File: src/rtl/core/utf8d_pkg.sv
// Shared types, constants and lookup function for the UTF-8 decoder.
package utf8d_pkg;

  localparam int unsigned ByteW   = 8;
  localparam int unsigned CpW     = 21;
  localparam int unsigned StW     = 4;
  localparam int unsigned ClsW    = 4;
  localparam int unsigned NumSt   = 9;
  localparam int unsigned NumCls  = 16;

  localparam logic [StW-1:0] StAccept = 4'd0;
  localparam logic [StW-1:0] StReject = 4'd1;
  localparam logic [StW-1:0] StLast   = 4'd8;

  typedef enum logic [1:0] {
    StatComplete = 2'd0,
    StatPending  = 2'd1,
    StatInvalid  = 2'd2
  } status_e;

  // Automaton state carried from one byte to the next.
  typedef struct packed {
    logic [StW-1:0] st;
    logic [CpW-1:0] accum;
  } dec_state_t;

  // Next state indexed by [state][class].
  localparam logic [StW-1:0] NextStTbl [NumSt][NumCls] = '{
    '{4'd0,4'd1,4'd2,4'd3,4'd5,4'd8,4'd7,4'd1,4'd1,4'd1,4'd4,4'd6,4'd1,4'd1,4'd1,4'd1},
    '{4'd1,4'd1,4'd1,4'd1,4'd1,4'd1,4'd1,4'd1,4'd1,4'd1,4'd1,4'd1,4'd1,4'd1,4'd1,4'd1},
    '{4'd1,4'd0,4'd1,4'd1,4'd1,4'd1,4'd1,4'd0,4'd1,4'd0,4'd1,4'd1,4'd1,4'd1,4'd1,4'd1},
    '{4'd1,4'd2,4'd1,4'd1,4'd1,4'd1,4'd1,4'd2,4'd1,4'd2,4'd1,4'd1,4'd1,4'd1,4'd1,4'd1},
    '{4'd1,4'd1,4'd1,4'd1,4'd1,4'd1,4'd1,4'd2,4'd1,4'd1,4'd1,4'd1,4'd1,4'd1,4'd1,4'd1},
    '{4'd1,4'd2,4'd1,4'd1,4'd1,4'd1,4'd1,4'd1,4'd1,4'd2,4'd1,4'd1,4'd1,4'd1,4'd1,4'd1},
    '{4'd1,4'd1,4'd1,4'd1,4'd1,4'd1,4'd1,4'd3,4'd1,4'd3,4'd1,4'd1,4'd1,4'd1,4'd1,4'd1},
    '{4'd1,4'd3,4'd1,4'd1,4'd1,4'd1,4'd1,4'd3,4'd1,4'd3,4'd1,4'd1,4'd1,4'd1,4'd1,4'd1},
    '{4'd1,4'd3,4'd1,4'd1,4'd1,4'd1,4'd1,4'd1,4'd1,4'd1,4'd1,4'd1,4'd1,4'd1,4'd1,4'd1}
  };

  // Character class of a raw byte.
  function automatic logic [ClsW-1:0] byte_class(input logic [ByteW-1:0] b);
    logic [ClsW-1:0] cls;
    if (b < 8'h80)       cls = 4'd0;
    else if (b < 8'h90)  cls = 4'd1;
    else if (b < 8'hA0)  cls = 4'd9;
    else if (b < 8'hC0)  cls = 4'd7;
    else if (b < 8'hC2)  cls = 4'd8;
    else if (b < 8'hE0)  cls = 4'd2;
    else if (b == 8'hE0) cls = 4'd10;
    else if (b == 8'hED) cls = 4'd4;
    else if (b < 8'hF0)  cls = 4'd3;
    else if (b == 8'hF0) cls = 4'd11;
    else if (b < 8'hF4)  cls = 4'd6;
    else if (b == 8'hF4) cls = 4'd5;
    else                 cls = 4'd8;
    return cls;
  endfunction

endpackage

File: src/rtl/core/utf8d_if.sv
// Valid/ready channel interfaces for the UTF-8 decoder byte and result streams.
interface utf8d_in_if;
  logic       valid;
  logic       ready;
  logic [7:0] in_byte;

  modport source (output valid, output in_byte, input ready);
  modport sink   (input valid, input in_byte, output ready);
endinterface

interface utf8d_out_if;
  logic        valid;
  logic        ready;
  logic [20:0] code_point;
  logic [1:0]  status;

  modport source (output valid, output code_point, output status, input ready);
  modport sink   (input valid, input code_point, input status, output ready);
endinterface

File: src/rtl/core/utf8_dfa_decoder.sv
// Top level of the validating UTF-8 decoder: input register, automaton step, result register.
//
//   channel | port  | dir | payload
//   --------+-------+-----+-------------------------------------------
//   bytes   | in_i  | in  | in_byte[7:0]
//   results | out_o | out | code_point[20:0], status[1:0]
//
// One byte per clock while results are taken; a byte goes into the byte register when
//   it is taken, and its result goes into the result register when that byte advances.
// The automaton state update and table lookup sit between the two registers.
// Reset clears both valid flags and returns the automaton to the accept state.
// A stalled result holds; the input register still takes a byte, and only
//   stops when both stages are full and the result is not taken.
module utf8_dfa_decoder (
  input  logic        clk_i,
  input  logic        rst_ni,
  utf8d_in_if.sink    in_i,
  utf8d_out_if.source out_o
);
  import utf8d_pkg::*;

  // Input stage
  logic             in_valid_q;
  logic [ByteW-1:0] byte_q;

  // Automaton state
  dec_state_t       state_q;
  dec_state_t       state_d;

  // Result stage
  logic             out_valid_q;
  logic [CpW-1:0]   cp_q;
  logic [CpW-1:0]   cp_d;
  logic [1:0]       status_q;
  logic [1:0]       status_d;

  logic             advance;
  logic             in_take;

  // Move the held byte into the result stage when that stage is free or draining.
  assign advance  = in_valid_q && (!out_valid_q || out_o.ready);
  assign in_i.ready = !in_valid_q || advance;
  assign in_take  = in_i.valid && in_i.ready;

  utf8d_step u_step (
    .byte_i       (byte_q),
    .cur_i        (state_q),
    .nxt_o        (state_d),
    .code_point_o (cp_d),
    .status_o     (status_d)
  );

  // Control: valid flags and automaton state.
  always_ff @(posedge clk_i or negedge rst_ni) begin
    if (!rst_ni) begin
      in_valid_q    <= 1'b0;
      out_valid_q   <= 1'b0;
      state_q.st    <= StAccept;
      state_q.accum <= '0;
    end else begin
      if (in_take) begin
        in_valid_q <= 1'b1;
      end else if (advance) begin
        in_valid_q <= 1'b0;
      end

      if (advance) begin
        out_valid_q <= 1'b1;
        state_q     <= state_d;
      end else if (out_o.ready) begin
        out_valid_q <= 1'b0;
      end
    end
  end

  // Payload: capture on transfer, hold otherwise.
  always_ff @(posedge clk_i) begin
    if (in_take) begin
      byte_q <= in_i.in_byte;
    end
    if (advance) begin
      cp_q     <= cp_d;
      status_q <= status_d;
    end
  end

  assign out_o.valid      = out_valid_q;
  assign out_o.code_point = cp_q;
  assign out_o.status     = status_q;

  // Reject is sticky until reset.
  a_reject_sticky : assert property (@(posedge clk_i) disable iff (!rst_ni)
    state_q.st == StReject |=> state_q.st == StReject)
    else $error("reject state left without reset");

  // Only states 0..8 are ever reached.
  a_state_range : assert property (@(posedge clk_i) disable iff (!rst_ni)
    state_q.st <= StLast)
    else $error("automaton state out of range");

  // Incomplete results carry a zero code point.
  a_cp_zero : assert property (@(posedge clk_i) disable iff (!rst_ni)
    out_valid_q && status_q != StatComplete |-> cp_q == '0)
    else $error("code point shown on incomplete result");

  // A byte moved on always leaves a result pending.
  a_advance_result : assert property (@(posedge clk_i) disable iff (!rst_ni)
    advance |=> out_valid_q)
    else $error("result lost after advance");

endmodule

File: src/rtl/core/utf8d_step.sv
// One automaton step: classify the byte, update state and accumulator, form the result.
module utf8d_step (
  input  logic [7:0]            byte_i,
  input  utf8d_pkg::dec_state_t cur_i,
  output utf8d_pkg::dec_state_t nxt_o,
  output logic [20:0]           code_point_o,
  output logic [1:0]            status_o
);
  import utf8d_pkg::*;

  logic [ClsW-1:0]  cls;
  logic [StW-1:0]   st;
  logic [ByteW-1:0] lead_bits;

  always_comb begin
    cls = byte_class(byte_i);
    // Fold any out-of-range state into reject.
    st = (cur_i.st > StLast) ? StReject : cur_i.st;
    lead_bits = (8'hFF >> cls) & byte_i;

    if (st != StAccept) begin
      nxt_o.accum = {cur_i.accum[CpW-7:0], byte_i[5:0]};
    end else begin
      nxt_o.accum = {{(CpW-ByteW){1'b0}}, lead_bits};
    end
    nxt_o.st = NextStTbl[st][cls];

    if (nxt_o.st == StAccept) begin
      code_point_o = nxt_o.accum;
      status_o     = StatComplete;
    end else if (nxt_o.st == StReject) begin
      code_point_o = '0;
      status_o     = StatInvalid;
    end else begin
      code_point_o = '0;
      status_o     = StatPending;
    end
  end

endmodule

File: src/flat_wrapper.sv
// flat-port wrapper written by rule: the top's interface ports become plain ports
module utf8_dfa_decoder_flat import utf8d_pkg::*;
  (clk_i, rst_ni, in_i_valid, in_i_in_byte, in_i_ready, out_o_valid, out_o_code_point, out_o_status, out_o_ready);
  utf8d_in_if in_i_i ();
  utf8d_out_if out_o_i ();
  input  logic clk_i;
  input  logic rst_ni;
  input wire logic [$bits(in_i_i.valid)-1:0] in_i_valid;
  input wire logic [$bits(in_i_i.in_byte)-1:0] in_i_in_byte;
  output wire logic [$bits(in_i_i.ready)-1:0] in_i_ready;
  output wire logic [$bits(out_o_i.valid)-1:0] out_o_valid;
  output wire logic [$bits(out_o_i.code_point)-1:0] out_o_code_point;
  output wire logic [$bits(out_o_i.status)-1:0] out_o_status;
  input wire logic [$bits(out_o_i.ready)-1:0] out_o_ready;
  assign in_i_i.valid = in_i_valid;
  assign in_i_i.in_byte = in_i_in_byte;
  assign in_i_ready = in_i_i.ready;
  assign out_o_valid = out_o_i.valid;
  assign out_o_code_point = out_o_i.code_point;
  assign out_o_status = out_o_i.status;
  assign out_o_i.ready = out_o_ready;
  utf8_dfa_decoder u_core (.clk_i(clk_i), .rst_ni(rst_ni), .in_i(in_i_i), .out_o(out_o_i));
endmodule
File: config.mk
export PLATFORM = sky130hd
export DESIGN_NAME = utf8_dfa_decoder_flat
export DESIGN_NICKNAME = d
export VERILOG_FILES = /design/src/rtl/core/utf8d_pkg.sv /design/src/rtl/core/utf8d_if.sv /design/src/rtl/core/utf8_dfa_decoder.sv /design/src/rtl/core/utf8d_step.sv /design/src/flat_wrapper.sv
export SDC_FILE = /design/constraint.sdc
export NUM_CORES = 1
export LEC_CHECK = 0
export ABC_AREA = 1
export BUFFER_PORTS_ARGS = -buffer_cell sky130_fd_sc_hd__buf_2
export CAP_MARGIN = 5
export CELL_PAD_IN_SITES_DETAIL_PLACEMENT = 1
export CELL_PAD_IN_SITES_GLOBAL_PLACEMENT = 1
export CORE_MARGIN = 5
export CORE_UTILIZATION = 45
export CTS_BUF_LIST = sky130_fd_sc_hd__clkbuf_4
export CTS_CLUSTER_DIAMETER = 30
export CTS_CLUSTER_SIZE = 25
export DETAILED_ROUTE_END_ITERATION = 10
export PLACE_DENSITY_LB_ADDON = 0.08
export SETUP_SLACK_MARGIN = 0.3
export SYNTH_ARGS = -nofsm -noshare
export SYNTH_HDL_FRONTEND = slang
export SYNTH_HIERARCHICAL = 1
export SYNTH_SLANG_ARGS = --single-unit
File: constraint.sdc
create_clock -name clk_i -period 2.95 [get_ports clk_i]
set_input_delay 0.295 -clock clk_i [delete_from_list [all_inputs] [get_ports clk_i]]
set_output_delay 0.295 -clock clk_i [all_outputs]
set_load 0.01 [all_outputs]
* After elaboration in Yosys (flattened, before gate mapping)
Memory sizes are Yosys's and may differ from the RTL's.
Index checks and enable logic that the tools add are counted.
** Operators by class
- Multiplexer cells :: 24
- Shifts and indexed selects :: 1
- Divide/modulo/power cells :: 0
- $mul :: 0
- Bitwise operators :: 3
- Reductions and logical operators :: 10
- Equal/unequal tests :: 5
- Add/sub/neg operators :: 0
- Order comparisons :: 11
** Operators by type and width (number)
- 2-to-1 mux 64 bit :: 2
- < comparator 8 bit (second input constant) :: 8
- 2-to-1 mux 4 bit :: 15
- == test 8 bit (second input constant) :: 4
- 2-to-1 mux 21 bit :: 1
- binary-select mux 4 bit (select 4 bit) :: 1
- greater-or-equal comparator 5 bit (second input constant) :: 2
- NOT 4 -> 5 bit :: 2
- bitwise AND 8 bit :: 1
- right shift 8 x 4 -> 8 bit (first input constant) :: 1
- == test 4 x 1 -> 1 bit (second input constant) :: 1
- greater-than comparator 4 bit (second input constant) :: 1
- zero test 4 bit :: 1
- 2-to-1 mux 1 bit :: 4
- nonzero test 2 bit :: 2
- nonzero test 4 bit :: 1
- logical AND 1 bit :: 2
- zero test 1 bit :: 2
- logical OR 1 bit :: 2
- 2-to-1 mux 2 bit :: 1
** Storage, ports and cells
- Memories :: 1
- Latch bits :: 0
- Bits in writable memories :: 0
- Bits of input ports :: 12
- Register bits :: 52
- Memory bits (read-only) :: 1024
** Memory list
- (no name shown) :: words 16, bits a word 64, rd ports 1, clocked after Yosys merged registers in 0, wr ports 0, line utf8d_step.sv:26 : nxt_o.st = NextStTbl[st][cls];

* Longest topological paths before layout
Gate-level depths: netlist of the first run.
- Depth after elaboration :: 19
- Gate-level depth with buffers :: 15
- Depth with buffers taken out :: 15

* Modules after synthesis
The synthesis of the first run kept the hierarchy.
** By module, submodules not included
- utf8_dfa_decoder :: times used 1, cells an instance 149, area each 2072.0 sq um
- utf8d_step :: times used 1, cells an instance 191, area each 1109.8 sq um

* Worst setup path before layout of the first run
OpenSTA, ideal clock, no wires.
- Path type :: register to register
- Start point :: reg u_core.byte_q[7]
- End point :: reg u_core.cp_q[1] (netlist: u_core/out_o.code_point[1]), data pin
- Buffers on the path :: 1
- Cell stages (with the launch flop) :: 12
- Setup slack :: 0.940 ns
- Data arrival time :: 1.745 ns
- Data required time :: 2.685 ns
- Setup time :: 0.265 ns
- Cells stage by stage :: edfxtp_1 -> nand2_4 -> nor2_1 -> nand2_1 -> nand2_1 -> o21ai_4 -> nand4_2 -> a21oi_2 -> nor2_1 -> nand3_4 -> buf_12 -> nor2_4
** RTL lines
- from (decl) :: line utf8_dfa_decoder.sv:24 : logic [ByteW-1:0] byte_q;
- from (signal assigned) :: line utf8_dfa_decoder.sv:79 : byte_q <= in_i.in_byte;
- to (signal assigned) :: line utf8_dfa_decoder.sv:82 : cp_q <= cp_d;
- to (decl) :: line utf8_dfa_decoder.sv:32 : logic [CpW-1:0] cp_q;

==> results of run 1 <==
==> area by class of cell <==
cell class / count / share of cell area, %
inverter: 41 / 4.76
multi-input combinational: 207 / 37.0
sequential: 52 / 44.7
tap: 77 / 2.96
timing repair buffer: 48 / 8.76
clock inverter: 3 / 0.653
clock buffer: 5 / 1.15
==> state kept, by name, summed over array words and instances, names as in the netlist <==
signal                   count
u_core/out_o.valid           1
u_core/state_q              19
u_core/in_valid_q            1
u_core/out_o.status          2
u_core/byte_q                8
u_core/out_o.code_point     21
==> metrics by stage <==
step | utilization, % | area, µm² | worst slack (ns) | total power [W]
finish | 51.3 | 3260 | 0.597 | 0.00255
global route | 51.3 | 3260 | 0.439 | 0.00275
CTS | 50.3 | 3200 | 0.442 | 0.00250
detailed placement | 49.3 | 3130 | 0.452 | 0.00216
global placement | 49.3 | 3130 | 0.470 | 0.00213
floorplan | - | 2930 | 0.940 | 0.00193
==> worst max-delay path, delay by kind of cell, from the launching register on <==
kind / cells / cell delay (ns)
flip-flops: 1 / 0.57
buffers and inverters: 1 / 0.21
AO/OA/AOI/OAI: 2 / 0.40
AND/OR/NAND/NOR: 8 / 0.92
==> power groups by stage <==
stage	Combinational [W]	Clock, W	Sequential (W)
floorplan	0.000818	0	0.00111
global placement	0.00103	0	0.00110
detailed placement	0.00105	0	0.00111
CTS	0.00106	0.000352	0.00109
global route	0.00124	0.000395	0.00111
finish	0.00112	0.000336	0.00109
==> layer usage <==
metal	GRT usage (%)	up-vias	part of all wire (%)
met3	3.67	2	3.8
met2	28.0	32	49
li1	-	1076	-
met1	21.7	1044	46
met4	3.35	0	0.49
met5	0	-	0
==> path summary, 6_finish.rpt <==
kind / start / endpoint / cells after the start
min in group asynchronous: rst_ni / u_core/state_q[13]$_DFFE_PN0P_ / 2
setup / recovery: u_core/byte_q[7]$_DFFE_PP_ / u_core/out_o.code_point[1]$_DFFE_PP_ / 11
setup reg to reg: u_core/byte_q[7]$_DFFE_PP_ / u_core/out_o.code_point[1]$_DFFE_PP_ / 11
hold reg to reg: u_core/state_q[4]$_DFFE_PN0P_ / u_core/state_q[4]$_DFFE_PN0P_ / 2
max in group asynchronous: rst_ni / u_core/state_q[24]$_DFFE_PN0P_ / 2
hold / removal: in_i_in_byte[5] / u_core/byte_q[5]$_DFFE_PP_ / 1
==> repair_timing <==
item / in CTS / in global routing
hold endpoints to repair: 21 / 0
resized for setup: 0 / 0
buffers inserted: 0 / 8
hold buffers: 1 / 0
setup endpoints to repair: 0 / 10
==> impl_metrics.env, run 1 <==
export IMPL_hold_class="in2reg"
export IMPL_io_buffers=36
export IMPL_drtIter0Drc=88
export IMPL_die_area_um2=8230
export IMPL_cp_cell_sequence="nand2_4 -> nor2_1 -> nand2_1 -> nand2_1 -> o21ai_4 -> nand4_2 -> a21oi_2 -> nor2_1 -> nand3_4 -> buf_12 -> nor2_4"
export IMPL_max_stage_delay_ns=0.57
export IMPL_clk_latency_ns=0.38
export IMPL_switching_share_pct=42.4
export IMPL_tritoncts="yes"
export IMPL_syn_nets=322
export IMPL_drv_slew=0
export IMPL_fmax_mhz=425
export IMPL_numPlacedInstances=416
export IMPL_die_h_um=90.7
export IMPL_slowest_stage="edfxtp_1"
export IMPL_start_util_pct=46.2
export IMPL_drv_cap=0
export IMPL_syn_inst=310
export IMPL_antenna_found_initial=0
export IMPL_tightestPinTransition_ns=0.978
export IMPL_final_common_cell="nand2_1"
export IMPL_firstDrtPassIters=4
export IMPL_cp_end_kind="flop"
export IMPL_grt_total_usage_pct=16.6
export IMPL_path_clk_slew_ns=0.15
export IMPL_rrSetupSlack_ns=0.60
export IMPL_critical_path_arrival_ns=2.48
export IMPL_cts_buffer_depth=2
export IMPL_vdd_drop_max_mv=0.398
export IMPL_drive_above_1_share_pct=33.1
export IMPL_n_antenna_cell=0
export IMPL_critPathLaunchType="flop"
export IMPL_core_um2=6350
export IMPL_wl_per_cell_um=15.1
export IMPL_seq_area_um2=1460
export IMPL_leakage_nw=1.54
export IMPL_grt_pass1_wl_mm=11.3
export IMPL_p_comb_share_pct=44.1
export IMPL_rsz0062_at_grt="no"
export IMPL_overflow=0
export IMPL_finClkSkew_ns=0.0192
export IMPL_die_w_um=90.7
export IMPL_cts_buffers=5
export IMPL_slew_headroom_pct=34.8
export IMPL_power_density_nw_per_um2=782
export IMPL_row_count=29
export IMPL_internal_power_w=0.00147
export IMPL_power_share_clock_pct=13.2
export IMPL_fillers=747
export IMPL_grt_pass1_vias=2259
export IMPL_place_gp_congestion=0.832
export IMPL_drt_wl_total_mm=6.55
export IMPL_post_route_min_period_ns=2.35
export IMPL_syn_area_um2=2930
export IMPL_path_class="reg2reg"
export IMPL_status="complete, no violations"
export IMPL_io_pins=37
export IMPL_final_setup_tns_ns=0
export IMPL_fin_crit_sh_pct=79.8
export IMPL_nNetsFinal=367
export IMPL_yosys_warnings=6
export IMPL_hold_violations=0
export IMPL_clkSinkCount=52
export IMPL_avgSynthCellArea_um2=9.46
export IMPL_required_ns=3.08
export IMPL_fin_cells=433
export IMPL_dpl_hpwl_mm=4.75
export IMPL_synthToLayoutAreaGrowth_pct=11.0
export IMPL_grt_max_degree=24
export IMPL_final_antenna_net_count=0
export IMPL_cts_root_buf="clkbuf_4"
export IMPL_p_seq_share_pct=42.7
export IMPL_vias=2154
export IMPL_switchingPower_w=0.00108
export IMPL_multi_input_area_um2=1200
export IMPL_cts_htree_levels=2
export IMPL_crit_path_max_fanout=12
export IMPL_vias_per_cell=4.97
export IMPL_drc_errors=0
export IMPL_finalSetupViolCount=0
export IMPL_final_cell_mix="nand2_1 (75), buf_2 (36), inv_1 (36)"
export IMPL_finalHoldWorstSlack_ns=0.0956
Note: power is estimated with default switching activity, not from simulation.
==> run 2: changes to the inputs <==
--- a/config.mk
+++ b/config.mk
@@ -11,7 +11,7 @@
 export CELL_PAD_IN_SITES_DETAIL_PLACEMENT = 1
 export CELL_PAD_IN_SITES_GLOBAL_PLACEMENT = 1
 export CORE_MARGIN = 5
-export CORE_UTILIZATION = 45
+export CORE_UTILIZATION = 42
 export CTS_BUF_LIST = sky130_fd_sc_hd__clkbuf_4
 export CTS_CLUSTER_DIAMETER = 30
 export CTS_CLUSTER_SIZE = 25
==> constraint.sdc (replaced) <==
create_clock -name clk_i -period 2 [get_ports clk_i]
set_input_delay 0.2 -clock clk_i [delete_from_list [all_inputs] [get_ports clk_i]]
set_output_delay 0.2 -clock clk_i [all_outputs]
set_load 0.01 [all_outputs]
==> impl_metrics.env, run 2 (same netlist as run 1, synthesis figures left out) <==
export IMPL_status="finished with violations"
export IMPL_violations="negative setup slack"
export IMPL_vdd_drop_max_mv=0.527
export IMPL_critical_path_arrival_ns=2.52
export IMPL_dpl_hpwl_mm=5.36
export IMPL_hold_class="in2reg"
export IMPL_crit_path_max_fanout=8
export IMPL_slew_headroom_pct=65.9
export IMPL_final_common_cell="nand2_1"
export IMPL_grt_pass1_wl_mm=12.8
export IMPL_row_count=30
export IMPL_drv_slew=0
export IMPL_drt_wl_total_mm=9.26
export IMPL_io_buffers=36
export IMPL_die_area_um2=8760
export IMPL_grt_total_usage_pct=19.0
export IMPL_drc_errors=0
export IMPL_leakage_nw=1.90
export IMPL_setup_ws_ns=-0.351
export IMPL_synthToLayoutAreaGrowth_pct=40.3
export IMPL_post_route_min_period_ns=2.35
export IMPL_vias=2522
export IMPL_drive_above_1_share_pct=51.3
export IMPL_cp_end_kind="flop"
export IMPL_drtIter0Drc=120
export IMPL_rrSetupSlack_ns=-0.35
export IMPL_design_area_um2=4120
export IMPL_power_density_nw_per_um2=1050
export IMPL_crit_reg2reg_launch="u_core/byte_q[6]$_DFFE_PP_"
export IMPL_drv_cap=0
export IMPL_critPathLaunchType="flop"
export IMPL_finalHoldWorstSlack_ns=0.0817
export IMPL_fmax_mhz=425
export IMPL_die_w_um=93.6
export IMPL_tightestPinTransition_ns=0.511
export IMPL_tritoncts="yes"
export IMPL_hold_violations=0
export IMPL_largest_reg_flops=21
export IMPL_path_clk_slew_ns=0.16
export IMPL_start_util_pct=43.2
export IMPL_cts_buffers=5
export IMPL_fillers=780
export IMPL_clkSinkCount=52
export IMPL_io_pins=37
export IMPL_grt_max_degree=22
export IMPL_nNetsFinal=428
export IMPL_dpl_cell_area_um2=3470
export IMPL_worstHoldEndpoint="u_core/in_valid_q$_DFFE_PN0P_"
export IMPL_path_class="reg2reg"
export IMPL_rsz0062_at_grt="yes"
export IMPL_startpoint="u_core/byte_q[6]$_DFFE_PP_"
export IMPL_cts_buffer_depth=2
export IMPL_required_ns=2.17
export IMPL_wl_per_cell_um=18.0
export IMPL_hold_path_startpoint="in_i_valid"
export IMPL_vias_per_cell=4.92
export IMPL_finClkSkew_ns=0.0118
export IMPL_antenna_found_initial=0
export IMPL_n_antenna_cell=0
export IMPL_grt_pass1_vias=2606
export IMPL_die_h_um=93.6
export IMPL_timing_rr_end="u_core/out_o.code_point[20]$_DFFE_PP_"
export IMPL_final_antenna_net_count=0
export IMPL_core_um2=6790
export IMPL_cts_root_buf="clkbuf_4"
export IMPL_reg2reg_depth=12
export IMPL_fin_crit_sh_pct=118
export IMPL_finalSetupViolCount=26
export IMPL_overflow=0
export IMPL_whs_path_depth=3
export IMPL_final_cell_mix="nand2_1 (68), buf_4 (54), buf_2 (36)"
export IMPL_cts_htree_levels=2
export IMPL_clk_latency_ns=0.39
export IMPL_firstDrtPassIters=4
export IMPL_place_gp_congestion=0.808
## run 2: cell types whose count changed in the layout (fill, tap and decap cells not counted), sizes merged
cell	before	now
buf	47	100
dlygate4sd3	1	9
clkinv	4	2
clkinvlp	1	2
inv	39	40
## run 2: routing by layer
layer  wire [µm]  up-vias  GRT usage [%]  part of all wire, %
li1            -     1200              -                    -
met1        3820     1235           24.1                   41
met2        4800       56           32.5                   52
met3         268       31           3.06                  2.9
met4         370        0           7.10                  4.0
met5           0        -              0                    0
## run 2: final cells by class
cell class | instances | area, µm² | share of cell area [%]
timing repair buffer | 109 | 815 | 19.8
sequential | 52 | 1460 | 35.4
multi-input combinational | 207 | 1490 | 36.3
inverter | 41 | 166 | 4.04
tap | 96 | 120 | 2.92
clock buffer | 5 | 37.5 | 0.912
clock inverter | 3 | 27.5 | 0.669
## run 2: worst max path at each step
| stage | endpoint |
|---|---|
| 2_1_floorplan | u_core/out_o.code_point[1]$_DFFE_PP_ |
| 3_3_place_gp | u_core/out_o.code_point[0]$_DFFE_PP_ |
| 3_5_place_dp | u_core/out_o.code_point[0]$_DFFE_PP_ |
| 4_1_cts | u_core/out_o.code_point[5]$_DFFE_PP_ |
| 5_1_grt | u_core/out_o.code_point[4]$_DFFE_PP_ |
| 6_report | u_core/out_o.code_point[20]$_DFFE_PP_ |
## run 2: worst max-delay path, stage by stage (launching register included)
cell      delay (ns)
edfxtp_1        0.53
nand2_4         0.13
buf_6           0.15
inv_6           0.08
nand2_4         0.06
o21ai_4         0.27
buf_6           0.15
nand4_4         0.10
a21oi_2         0.22
nor2_2          0.08
nand3_4         0.14
buf_12          0.17
nor2_1          0.05
## run 2: repair_timing
action / CTS / global route
pin swaps: 18 / 27
buffers inserted: 11 / 11
hold buffers: 9 / 0
gates resized for setup: 19 / 60
endpoints found under the hold margin: 29 / 0
setup endpoints to repair: 34 / 34
## run 2: where the power goes
group          total [W]  internal, W  switching, W
clock network   0.000531     0.000149      0.000382
registers        0.00161      0.00144      0.000166
logic            0.00219     0.000841       0.00134
total            0.00432      0.00243       0.00189
## run 2: per-stage QoR
stage          worst slack [ns]  setup TNS (ns)  cells  power [W]  util, %
2_1_floorplan            0.0104               0    310    0.00285        -
3_3_place_gp             -0.195           -4.11    474    0.00336     51.1
3_5_place_dp             -0.198           -4.05    474    0.00342     51.1
4_1_cts                  -0.167           -3.53    502    0.00405     55.6
5_1_grt                  -0.420           -9.95    513    0.00460     60.6
6_report                 -0.351           -7.81    513    0.00432     60.6
